**src/iats_pkg.sv**
```systemverilog
package iats_pkg;

	localparam int MAX_CYLINDERS = 8;
	localparam int CYL_W = $clog2(MAX_CYLINDERS);

	localparam int IN_DATA_W = 112;
	localparam int OUT_DATA_W = 72;
	localparam int CFG_IDX_W = 2;
	localparam int CFG_DATA_W = 32;

	localparam logic [CFG_IDX_W-1:0] REG_CYLINDER_COUNT = 2'd0;
	localparam logic [CFG_IDX_W-1:0] REG_TICKS_PER_SEC = 2'd1;

	localparam logic [3:0] CYL_COUNT_RESET = 4'd4;
	localparam logic [31:0] TICKS_PER_SEC_RESET = 32'd1000000;

	localparam logic signed [17:0] CYCLE_FULL = 18'sd46080;
	localparam logic signed [17:0] CYCLE_HALF = 18'sd23040;
	localparam logic [15:0] CAM_HALF = 16'd23040;
	localparam logic [31:0] WRAP_HIGH = 32'd2863311531;
	localparam logic [31:0] WRAP_LOW = 32'd1431655765;
	localparam logic [31:0] TICK_MARGIN = 32'd5;
	localparam int DIV_BITS = 48;

	// x / 1e6 = ((x >> 6) * ceil(2^56 / 15625)) >> 56, exact for x below 2^48
	localparam int RECIP_SHIFT = 56;
	localparam logic [42:0] DWELL_RECIP = 43'((64'd1 << RECIP_SHIFT) / 64'd15625 + 64'd1);

	typedef enum logic [1:0] {
		ACT_KEEP = 2'd0,
		ACT_CANCEL = 2'd1,
		ACT_RESCHED = 2'd2
	} action_t;

	// TDC position in degrees, indexed by {cylinder count - 1, cylinder}
	localparam logic [9:0] TDC_DEG [64] = '{
		10'd0, 10'd0,   10'd0,   10'd0,   10'd0,   10'd0,   10'd0,   10'd0,
		10'd0, 10'd360, 10'd0,   10'd0,   10'd0,   10'd0,   10'd0,   10'd0,
		10'd0, 10'd240, 10'd480, 10'd0,   10'd0,   10'd0,   10'd0,   10'd0,
		10'd0, 10'd180, 10'd360, 10'd540, 10'd0,   10'd0,   10'd0,   10'd0,
		10'd0, 10'd144, 10'd288, 10'd432, 10'd576, 10'd0,   10'd0,   10'd0,
		10'd0, 10'd120, 10'd240, 10'd360, 10'd480, 10'd600, 10'd0,   10'd0,
		10'd0, 10'd102, 10'd205, 10'd308, 10'd411, 10'd514, 10'd617, 10'd0,
		10'd0, 10'd90,  10'd180, 10'd270, 10'd360, 10'd450, 10'd540, 10'd630
	};

endpackage

```
**src/ignition_angle_to_tick_scheduler_top.sv**
```systemverilog
// Ignition spark and dwell scheduler.
// Input stream (s_axis): one beat per scheduling request. Output stream
// (m_axis): one beat per cylinder, cylinder 0 upward, tlast on the beat for
// the final cylinder. Each beat says whether the cylinder was left alone
// (already dwelling), cancelled, or rescheduled with new fire and dwell ticks.
// Configuration: cfg_we/cfg_index/cfg_data write the cylinder count (index 0)
// and the timer tick rate (index 1); write only while the block is idle.
// Sequence: after the input beat, a shared multiply-accumulate turns the
// dwell time into ticks (reciprocal multiply for the division by a
// million); then each cylinder takes the check and the output step when
// left alone or cancelled, and when rescheduled the check, passes of the
// shared angle adder until the angle is in range, a multiply, two adds and
// the output step. s_axis_tready is high only between requests.
// Reset clears all dwell-start ticks to all ones, the cylinder count to 4
// and the tick rate to 1000000. When the receiver stalls, the output beat
// holds in its register and the sequencer waits before the next cylinder.
module ignition_angle_to_tick_scheduler_top (
	input  logic                              clk,
	input  logic                              arst_n,
	input  logic                              s_axis_tvalid,
	output logic                              s_axis_tready,
	// now_tick[31:0], cam_angle[47:32], cam_synced[48], ticks_per_degree[72:49],
	// spark_enable[73], advance_angle[89:74], dwell_us[105:90], zero pad
	input  logic [iats_pkg::IN_DATA_W-1:0]    s_axis_tdata,
	output logic                              m_axis_tvalid,
	input  logic                              m_axis_tready,
	// cylinder_index[2:0], fire_tick[34:3], dwell_tick[66:35], zero pad
	output logic [iats_pkg::OUT_DATA_W-1:0]   m_axis_tdata,
	// action[1:0]
	output logic [1:0]                        m_axis_tuser,
	output logic                              m_axis_tlast,
	input  logic                              cfg_we,
	input  logic [iats_pkg::CFG_IDX_W-1:0]    cfg_index,
	input  logic [iats_pkg::CFG_DATA_W-1:0]   cfg_data
);
	import iats_pkg::*;

	typedef enum logic [7:0] {
		ST_IDLE  = 8'b0000_0001,
		ST_DIV   = 8'b0000_0010,
		ST_CHECK = 8'b0000_0100,
		ST_WRAP  = 8'b0000_1000,
		ST_MUL   = 8'b0001_0000,
		ST_FIRE  = 8'b0010_0000,
		ST_DWELL = 8'b0100_0000,
		ST_EMIT  = 8'b1000_0000
	} state_t;

	state_t state_q;

	logic [3:0]  cyl_count_q;
	logic [31:0] ticks_per_sec_q;
	logic [31:0] dwell_start_q [MAX_CYLINDERS];

	// request fields
	logic [31:0] now_q;
	logic [15:0] cam_q;
	logic        synced_q;
	logic [23:0] tpd_q;
	logic        enable_q;
	logic [15:0] advance_q;
	logic [CYL_W-1:0] last_cyl_q;

	// dwell-tick reciprocal multiply
	logic [DIV_BITS-7:0] div_q;
	logic [84:0]         recip_acc_q;
	logic [1:0]          step_q;

	// per-cylinder work
	logic [CYL_W-1:0]   cyl_q;
	logic signed [17:0] angle_q;
	logic [39:0]        prod_q;
	logic [31:0]        fire_q;
	logic [31:0]        dwell_q;
	action_t            action_q;

	// output register
	logic             m_valid_q;
	logic [CYL_W-1:0] m_cyl_q;
	logic [31:0]      m_fire_q;
	logic [31:0]      m_dwell_q;
	action_t          m_action_q;
	logic             m_last_q;

	logic        in_beat;
	logic        out_free;
	logic        emit_go;
	logic [3:0]  count_eff;
	logic [15:0] cam_in;
	logic [15:0] cam_adj;
	logic [DIV_BITS-1:0] dividend;
	logic [20:0] recip_a;
	logic [21:0] recip_b;
	logic [42:0] recip_pp;
	logic [84:0] recip_term;
	logic [31:0] margin_tick;
	logic [31:0] stored_tick;
	logic        not_dwelling;
	logic [9:0]  tdc_deg;
	logic signed [17:0] angle_init;
	logic signed [17:0] cycle_len;
	logic [31:0] dwell_ticks;

	assign in_beat  = s_axis_tvalid && s_axis_tready;
	assign s_axis_tready = (state_q == ST_IDLE);
	assign out_free = !m_valid_q || m_axis_tready;
	assign emit_go  = (state_q == ST_EMIT) && out_free;

	always_comb begin
		count_eff = cyl_count_q;
		if (cyl_count_q == 4'd0) begin
			count_eff = 4'd1;
		end else if (cyl_count_q > 4'(MAX_CYLINDERS)) begin
			count_eff = 4'(MAX_CYLINDERS);
		end
	end

	assign cam_in  = s_axis_tdata[47:32];
	assign cam_adj = (s_axis_tdata[48] && cam_in > CAM_HALF) ? cam_in - CAM_HALF : cam_in;
	assign dividend = {32'd0, s_axis_tdata[105:90]} * {16'd0, ticks_per_sec_q};

	// one 21x22 partial product of (dividend / 64) and the reciprocal per step
	assign recip_a  = step_q[1] ? div_q[41:21] : div_q[20:0];
	assign recip_b  = step_q[0] ? {1'b0, DWELL_RECIP[42:22]} : DWELL_RECIP[21:0];
	assign recip_pp = recip_a * recip_b;

	always_comb begin
		unique case (step_q)
			2'd0: recip_term = 85'(recip_pp);
			2'd1: recip_term = 85'(recip_pp) << 22;
			2'd2: recip_term = 85'(recip_pp) << 21;
			2'd3: recip_term = 85'(recip_pp) << 43;
		endcase
	end

	assign dwell_ticks = 32'(recip_acc_q[84:RECIP_SHIFT]);

	assign margin_tick  = now_q + TICK_MARGIN;
	assign stored_tick  = dwell_start_q[cyl_q];
	assign not_dwelling = (margin_tick < stored_tick) ||
		(margin_tick >= WRAP_HIGH && stored_tick < WRAP_LOW);

	assign tdc_deg    = TDC_DEG[{last_cyl_q, cyl_q}];
	assign angle_init = $signed({2'b00, tdc_deg, 6'd0}) - 18'(signed'(advance_q))
		- $signed({2'b00, cam_q});
	assign cycle_len  = synced_q ? CYCLE_FULL : CYCLE_HALF;

	always_ff @(posedge clk or negedge arst_n) begin
		if (!arst_n) begin
			cyl_count_q     <= CYL_COUNT_RESET;
			ticks_per_sec_q <= TICKS_PER_SEC_RESET;
		end else if (cfg_we) begin
			if (cfg_index == REG_CYLINDER_COUNT) begin
				cyl_count_q <= cfg_data[3:0];
			end else if (cfg_index == REG_TICKS_PER_SEC) begin
				ticks_per_sec_q <= cfg_data;
			end
		end
	end

	always_ff @(posedge clk or negedge arst_n) begin
		if (!arst_n) begin
			state_q <= ST_IDLE;
			cyl_q   <= '0;
			step_q  <= '0;
			for (int i = 0; i < MAX_CYLINDERS; i++) begin
				dwell_start_q[i] <= '1;
			end
		end else begin
			unique case (state_q)
				ST_IDLE: begin
					if (in_beat) begin
						cyl_q   <= '0;
						step_q  <= '0;
						state_q <= ST_DIV;
					end
				end
				ST_DIV: begin
					step_q <= step_q + 2'd1;
					if (step_q == 2'd3) begin
						state_q <= ST_CHECK;
					end
				end
				ST_CHECK: begin
					if (not_dwelling && enable_q) begin
						state_q <= ST_WRAP;
					end else begin
						state_q <= ST_EMIT;
					end
				end
				ST_WRAP: begin
					if (!angle_q[17] && angle_q <= cycle_len) begin
						state_q <= ST_MUL;
					end
				end
				ST_MUL: begin
					state_q <= ST_FIRE;
				end
				ST_FIRE: begin
					state_q <= ST_DWELL;
				end
				ST_DWELL: begin
					dwell_start_q[cyl_q] <= fire_q - dwell_ticks;
					state_q <= ST_EMIT;
				end
				ST_EMIT: begin
					if (out_free) begin
						if (cyl_q == last_cyl_q) begin
							state_q <= ST_IDLE;
						end else begin
							cyl_q   <= cyl_q + 1'b1;
							state_q <= ST_CHECK;
						end
					end
				end
				default: begin
					state_q <= ST_IDLE;
				end
			endcase
		end
	end

	always_ff @(posedge clk) begin
		unique case (state_q)
			ST_IDLE: begin
				if (in_beat) begin
					now_q       <= s_axis_tdata[31:0];
					cam_q       <= cam_adj;
					synced_q    <= s_axis_tdata[48];
					tpd_q       <= s_axis_tdata[72:49];
					enable_q    <= s_axis_tdata[73];
					advance_q   <= s_axis_tdata[89:74];
					last_cyl_q  <= CYL_W'(count_eff - 4'd1);
					div_q       <= dividend[DIV_BITS-1:6];
					recip_acc_q <= '0;
				end
			end
			ST_DIV: begin
				recip_acc_q <= recip_acc_q + recip_term;
			end
			ST_CHECK: begin
				angle_q <= angle_init;
				fire_q  <= '0;
				dwell_q <= '0;
				if (!not_dwelling) begin
					action_q <= ACT_KEEP;
				end else if (!enable_q) begin
					action_q <= ACT_CANCEL;
				end else begin
					action_q <= ACT_RESCHED;
				end
			end
			ST_WRAP: begin
				// bring the angle into 0..cycle, keeping a full cycle as is
				if (angle_q[17]) begin
					angle_q <= angle_q + cycle_len;
				end else if (angle_q > cycle_len) begin
					angle_q <= angle_q - cycle_len;
				end
			end
			ST_MUL: begin
				prod_q <= tpd_q * angle_q[15:0];
			end
			ST_FIRE: begin
				fire_q <= now_q + prod_q[37:6];
			end
			ST_DWELL: begin
				dwell_q <= fire_q - dwell_ticks;
			end
			ST_EMIT: begin
			end
			default: begin
			end
		endcase
	end

	always_ff @(posedge clk or negedge arst_n) begin
		if (!arst_n) begin
			m_valid_q <= 1'b0;
		end else if (emit_go) begin
			m_valid_q <= 1'b1;
		end else if (m_axis_tready) begin
			m_valid_q <= 1'b0;
		end
	end

	always_ff @(posedge clk) begin
		if (emit_go) begin
			m_cyl_q    <= cyl_q;
			m_action_q <= action_q;
			m_fire_q   <= fire_q;
			m_dwell_q  <= dwell_q;
			m_last_q   <= (cyl_q == last_cyl_q);
		end
	end

	assign m_axis_tvalid = m_valid_q;
	assign m_axis_tdata  = {(OUT_DATA_W - 2*32 - CYL_W)'(0), m_dwell_q, m_fire_q, m_cyl_q};
	assign m_axis_tuser  = m_action_q;
	assign m_axis_tlast  = m_last_q;

	a_one_request: assert property (@(posedge clk) disable iff (!arst_n)
		in_beat |=> !s_axis_tready)
		else $error("input taken twice in a row");

	a_wrap_done: assert property (@(posedge clk) disable iff (!arst_n)
		(state_q == ST_MUL) |-> (!angle_q[17] && angle_q <= cycle_len))
		else $error("angle out of cycle at multiply");

	a_quiet_ticks: assert property (@(posedge clk) disable iff (!arst_n)
		(m_valid_q && m_action_q != ACT_RESCHED) |-> (m_fire_q == '0 && m_dwell_q == '0))
		else $error("ticks set on a beat that does not reschedule");

	a_cyl_range: assert property (@(posedge clk) disable iff (!arst_n)
		(m_valid_q && !s_axis_tready) |-> (m_cyl_q <= last_cyl_q))
		else $error("cylinder beyond count");

	a_store_write: assert property (@(posedge clk) disable iff (!arst_n)
		(state_q == ST_DWELL) |=> (dwell_start_q[$past(cyl_q)] == dwell_q))
		else $error("dwell start store out of step with result");

endmodule

```
**config.mk**
```make
export PLATFORM = sky130hd
export DESIGN_NAME = ignition_angle_to_tick_scheduler_top
export DESIGN_NICKNAME = d
export VERILOG_FILES = /design/src/iats_pkg.sv /design/src/ignition_angle_to_tick_scheduler_top.sv
export SDC_FILE = /design/constraint.sdc
export NUM_CORES = 2
export LEC_CHECK = 0
export ABC_AREA = 1
export BUFFER_PORTS_ARGS = -buffer_cell sky130_fd_sc_hd__buf_2
export CAP_MARGIN = 0
export CORE_MARGIN = 5
export CORE_UTILIZATION = 49
export CTS_CLUSTER_DIAMETER = 150
export DETAILED_ROUTE_END_ITERATION = 8
export GPL_ROUTABILITY_DRIVEN = 0
export GPL_TIMING_DRIVEN = 0
export HOLD_SLACK_MARGIN = 0.1
export PLACE_DENSITY = 0.65
export SYNTH_ARGS = -nofsm -noshare
export SYNTH_HDL_FRONTEND = slang
export SYNTH_SLANG_ARGS = --single-unit
```
**constraint.sdc**
```tcl
create_clock -name clk -period 25.2 [get_ports clk]
set_input_delay 5.04 -clock clk [delete_from_list [all_inputs] [get_ports clk]]
set_output_delay 5.04 -clock clk [all_outputs]
set_load 0.05 [all_outputs]
```
After elaboration in Yosys (flattened, before gate mapping)

Memories as Yosys holds them, arrays and structs flattened.
Index checks and enable logic that the tools add are counted.

Register bits: 718
Bits in read-only memories: 640
Output and inout port bits: 77
Logic and storage cells: 147
Memories: 1

Add/sub/neg operators: 12
Multipliers: 3
$lt $le $gt $ge: 10
Eq/ne operators: 19
Mux-type cells: 38
Bitwise operators: 3
Reductions and logical operators: 27

Memory list:

| name             | depth | width | rd ports | clocked after memory_dff | wr ports | line                                        | text |
|---|---|---|---|---|---|---|---|
| (name not given) | 64    | 10    | 1        | 0                        | 0        | ignition_angle_to_tick_scheduler_top.sv:143 | `assign tdc_deg = TDC_DEG[{last_cyl_q, cyl_q}];` |

Operator list:

| cell                    | count |
|---|---|
| $pmux W85 S4            | 1 |
| $bwmux W256             | 1 |
| $pmux W85 S2            | 1 |
| $pmux W32 S2            | 2 |
| $bmux W32 S3            | 1 |
| $demux W32 S3           | 1 |
| $mux W32                | 3 |
| $add A85 B85 Y85        | 1 |
| $mux W85                | 1 |
| $pmux W8 S8             | 1 |
| $mul A16 B32 Y48        | 1 |
| $mul A21 B22 Y43        | 1 |
| $mux W8                 | 5 |
| $mul A24 B16 Y38        | 1 |
| $mux W18                | 2 |
| $pmux W18 S2            | 1 |
| $sub A18 B17 Y18        | 2 |
| $add A32 B3 Y32 const B | 1 |
| $add A32 B32 Y32        | 1 |
| $ge A32 B32 Y1 const B  | 1 |
| $lt A32 B31 Y1 const B  | 1 |
| $lt A32 B32 Y1          | 1 |
| $mux W16                | 2 |
| $sub A32 B29 Y32        | 1 |
| other kinds (47)        | 78 |

Longest topological paths before layout

Word-level depth: 10
Mapped depth: 53
Mapped depth without buffers: 52

Worst setup path before layout

No wires, ideal clock.

Path type: input -> register
From: input s_axis_tvalid
To: register step_q[0]
Data arrival time: 11,383 ps
Setup slack: 13,395 ps
Stages: 3
Cell sequence: inv_1 o21ai_0 o21ai_0

Word-level cells in the longest chain between the ends: 3

RTL lines:

| what                        | line                                        | text |
|---|---|---|
| start: declaration          | ignition_angle_to_tick_scheduler_top.sv:20  | `input logic s_axis_tvalid,` |
| $logic_and A1 B1 Y1         | ignition_angle_to_tick_scheduler_top.sv:104 | `assign in_beat = s_axis_tvalid && s_axis_tready;` |
| $ne A2 B1 Y1 (no line)      | n/a                                         |  |
| $reduce_and A2 Y1 (no line) | n/a                                         |  |
| end signal: assignment      | ignition_angle_to_tick_scheduler_top.sv:179 | `step_q <= step_q + 2'd1;` |
| end: declaration            | ignition_angle_to_tick_scheduler_top.sv:67  | `logic [1:0] step_q;` |

No other way between the ends.
A chain may end at the register's enable or synchronous reset.

Worst setup path after layout

From: register step_q[1]
To: register recip_acc_q[76] (data pin)

Word-level cells in the longest chain between the ends: 5
Elaborated cells on any way between the ends: 9

RTL lines:

| what                   | line                                        | text |
|---|---|---|
| $mux W21               | ignition_angle_to_tick_scheduler_top.sv:123 | `assign recip_a = step_q[1] ? div_q[41:21] : div_q[20:0];` |
| $mul A21 B22 Y43       | ignition_angle_to_tick_scheduler_top.sv:125 | `assign recip_pp = recip_a * recip_b;` |
| $pmux W85 S4 (*)       | ignition_angle_to_tick_scheduler_top.sv:128 | `unique case (step_q)` |
| $add A85 B85 Y85 (*)   | ignition_angle_to_tick_scheduler_top.sv:239 | `recip_acc_q <= recip_acc_q + recip_term;` |
| $pmux W85 S2 (*)       | ignition_angle_to_tick_scheduler_top.sv:224 | `unique case (state_q)` |
| end signal: assignment | ignition_angle_to_tick_scheduler_top.sv:239 |  |
| end: declaration       | ignition_angle_to_tick_scheduler_top.sv:66  | `logic [84:0] recip_acc_q;` |

Every way passes the cells marked *; elsewhere a longest branch is shown, timed or not.

==> impl_results.md <==
- Max_cap viols: 0
- Hold Crit Class: flip-flop to flip-flop
- Final Cycle Share: 0.479
- Post-CTS sizing: 0
- Initial Utilization: 0.492
- Ports: 228
- Crit path max fanout: 11
- Pin count of the biggest net entering global routing: 118
- Routed len/inst: 21.0 microns
- CTS root buf: clkbuf_16
- Worst Path Required: 25.77 ns
- Area of the mapped netlist: 81,900 sq um
- Netlist cell types: 66
- Util after Layout: 0.535
- Rel. slew slack: 0.0231
- Fin Setup TNS: 0 ns
- Sequential cell area fraction in the yosys report: 0.246
- DRT antenna net count: 0
- Final setup skew: around 0.053 ns
- Die area: 176,000 sq um
- Num CTS Buffers: 83
- Global-route wire length before repair: 409,000 microns
- Number of global-route vias before repair: 70,000
- Yosys top cell area share: 0.240
- Antenna violations before repair: 10
- Asr flop ratio synth: 0.430
- Critical path capture point type: flip-flop
- Die Y: roughly 420 microns
- Clock slew at reported path FFs: 0.07 ns
- Final std cells w/o fill: roughly 13,000
- Setup Buffers After CTS: 0
- Final hold vios: 0
- Global route overflow: 0
- Avg Vias per Cell: 5.51
- Hold buffer count at CTS: 0
- Die W: 419 microns
- Layout cells sized above 1: 0.0778
- H-tree levels: 3
- CP startpoint kind: flip-flop
- Post-synth top cells: nand2_1 (2,417), inv_1 (2,069), fa_1 (983)
- Primary FF master, synth: edfxtp_1
- Via count: 70,000
- Initial DRC Count: 7,472
- Flops & latches, synth: 712
- Dpl cells: 12,500
- Core area: 167,000 sq um
- Most numerous cell in the Yosys netlist: nand2_1
- Unrepaired setup endpoints after global routing: no
- Status: completed
- Largest area contributor in the netlist: fa_1
- CTS tree: done
- Slowest CP cell: nor4_1
- Clk buf depth: 3
- Crit-path most repeated cell: inv_1
- Mapped Cells: between 10,000 and 15,000
- Synth warn: 0
- Post-DP HPWL: 219,000 microns
- Mean area per synthesized cell: 8.12 sq um
- Clk sinks: 712
- Arrival @ worst endpoint: 12.65 ns
- CP peak stage delay: 0.96 ns
- Remaining DRCs: 0
- Final hold slack: 0.418 ns
- Routed WL: 267,000 microns
- Final net count: 12,200
- Achievable Freq: about 83 MHz
- Post-synth EDFFs: 406
- Port buffer count: 216
- Layout area overhead: 8.77%
- CP Class: flip-flop to flip-flop
- Rows: 150
- 1st-pass router iterations: 9
- Tmin final: 12.08 ns
- Pins Over Slew Limit: 0
- Synth area leaders: fa_1 (24%), edfxtp_1 (15%), nand2_1 (11%)
- GRT Total Usage: 0.304
- Slew @ Worst Pin: 1.46 ns
- Final setup violation count: 0
- Worst-Skew Late Latency: 0.73 ns
worst max-delay path, delay by kind of cell (launching register included):
family                   cells  cell delay [ns]
adder cells (fa/ha/maj)      9             4.11
AND/OR/NAND/NOR             13             3.44
AO/OA/AOI/OAI                7             1.95
buffers and inverters       12             1.21
flip-flops                   1             0.61
XOR/XNOR                     1             0.57
per-stage QoR:
stage | setup slack [ns] | instance area [sq um]
final | 13.12 | 89100
after global routing | 12.91 | 89100
after CTS | 13.51 | 89100
after detailed placement | 13.52 | 86200
after global placement | 9.46 | 85900
after floorplan | 13.40 | 82000
path summary, 6_finish.rpt:
kind,start,endpoint,slack (ns),cells past startpoint
max reg2reg,step_q[1]$_DFFE_PN0P_,recip_acc_q[76]$_SDFFCE_PN0P_,13.12,42
min,dwell_q[8]$_SDFFCE_PN0P_,m_dwell_q[8]$_DFFE_PP_,0.42,0
max,step_q[1]$_DFFE_PN0P_,recip_acc_q[76]$_SDFFCE_PN0P_,13.12,42
min in group asynchronous,arst_n,dwell_start_q[113]$_DFFE_PN1P_,4.80,1
min reg2reg,dwell_q[8]$_SDFFCE_PN0P_,m_dwell_q[8]$_DFFE_PP_,0.42,0
max in group asynchronous,arst_n,ticks_per_sec_q[30]$_DFFE_PN0P_,19.63,2
placed cells by master, fill, tap and decap left out, types with 265 or more instances in the layout:
master and instances:
edfxtp_1 406, ha_1 667, inv_1 2069, dfstp_2 265, nand2_1 2416, o21ai_0 592, clkbuf_1 312, a21oi_1 514
fa_1 983, nor2_1 774
layout make-up:
type / instances / area [sq um]
antenna: 8 / 20.0
buffer: 352 / 1440
clock buffer: 100 / 2210
clock inverter: 55 / 643
fill: 15800 / 77500
inverter: 2086 / 7830
multi-input combinational: 6962 / 52600
sequential: 712 / 20200
tap: 2204 / 2760
timing repair buffer: 236 / 1410
kinds of logic after synthesis:
logic type,count (synthesis),synth area share
DFF,712,0.246
buffers and inverters,2438,0.113
xor gates and xnor gates,166,0.0180
AOI/OAI and AO/OA,1473,0.100
muxes,30,0.00409
adders and majority gates,1650,0.342
and+or+nand+nor,3618,0.176
other,2,0.0000916
routing by layer:
layer	vias up	GRT usage	share of wire
li1	32000	-	-
met1	33600	0.396	0.39
met2	3552	0.468	0.44
met3	789	0.0530	0.090
met4	2	0.202	0.079
met5	-	0	0.000049
sequential cells by signal (all words and copies together) (netlist names), 3 cells and up:
signal	count
dwell_q	32
angle_q	18
prod_q	32
dwell_start_q	256
m_fire_q	32
div_q	42
recip_acc_q	85
m_dwell_q	32
cam_q	16
now_q	32
cyl_count_q	4
state_q	8
ticks_per_sec_q	32
fire_q	32
tpd_q	24
cyl_q	3
m_cyl_q	3
advance_q	16
last_cyl_q	3
Power is not shown: default switching activity piles up to over one toggle a cycle in this logic, so the estimate is an artifact.
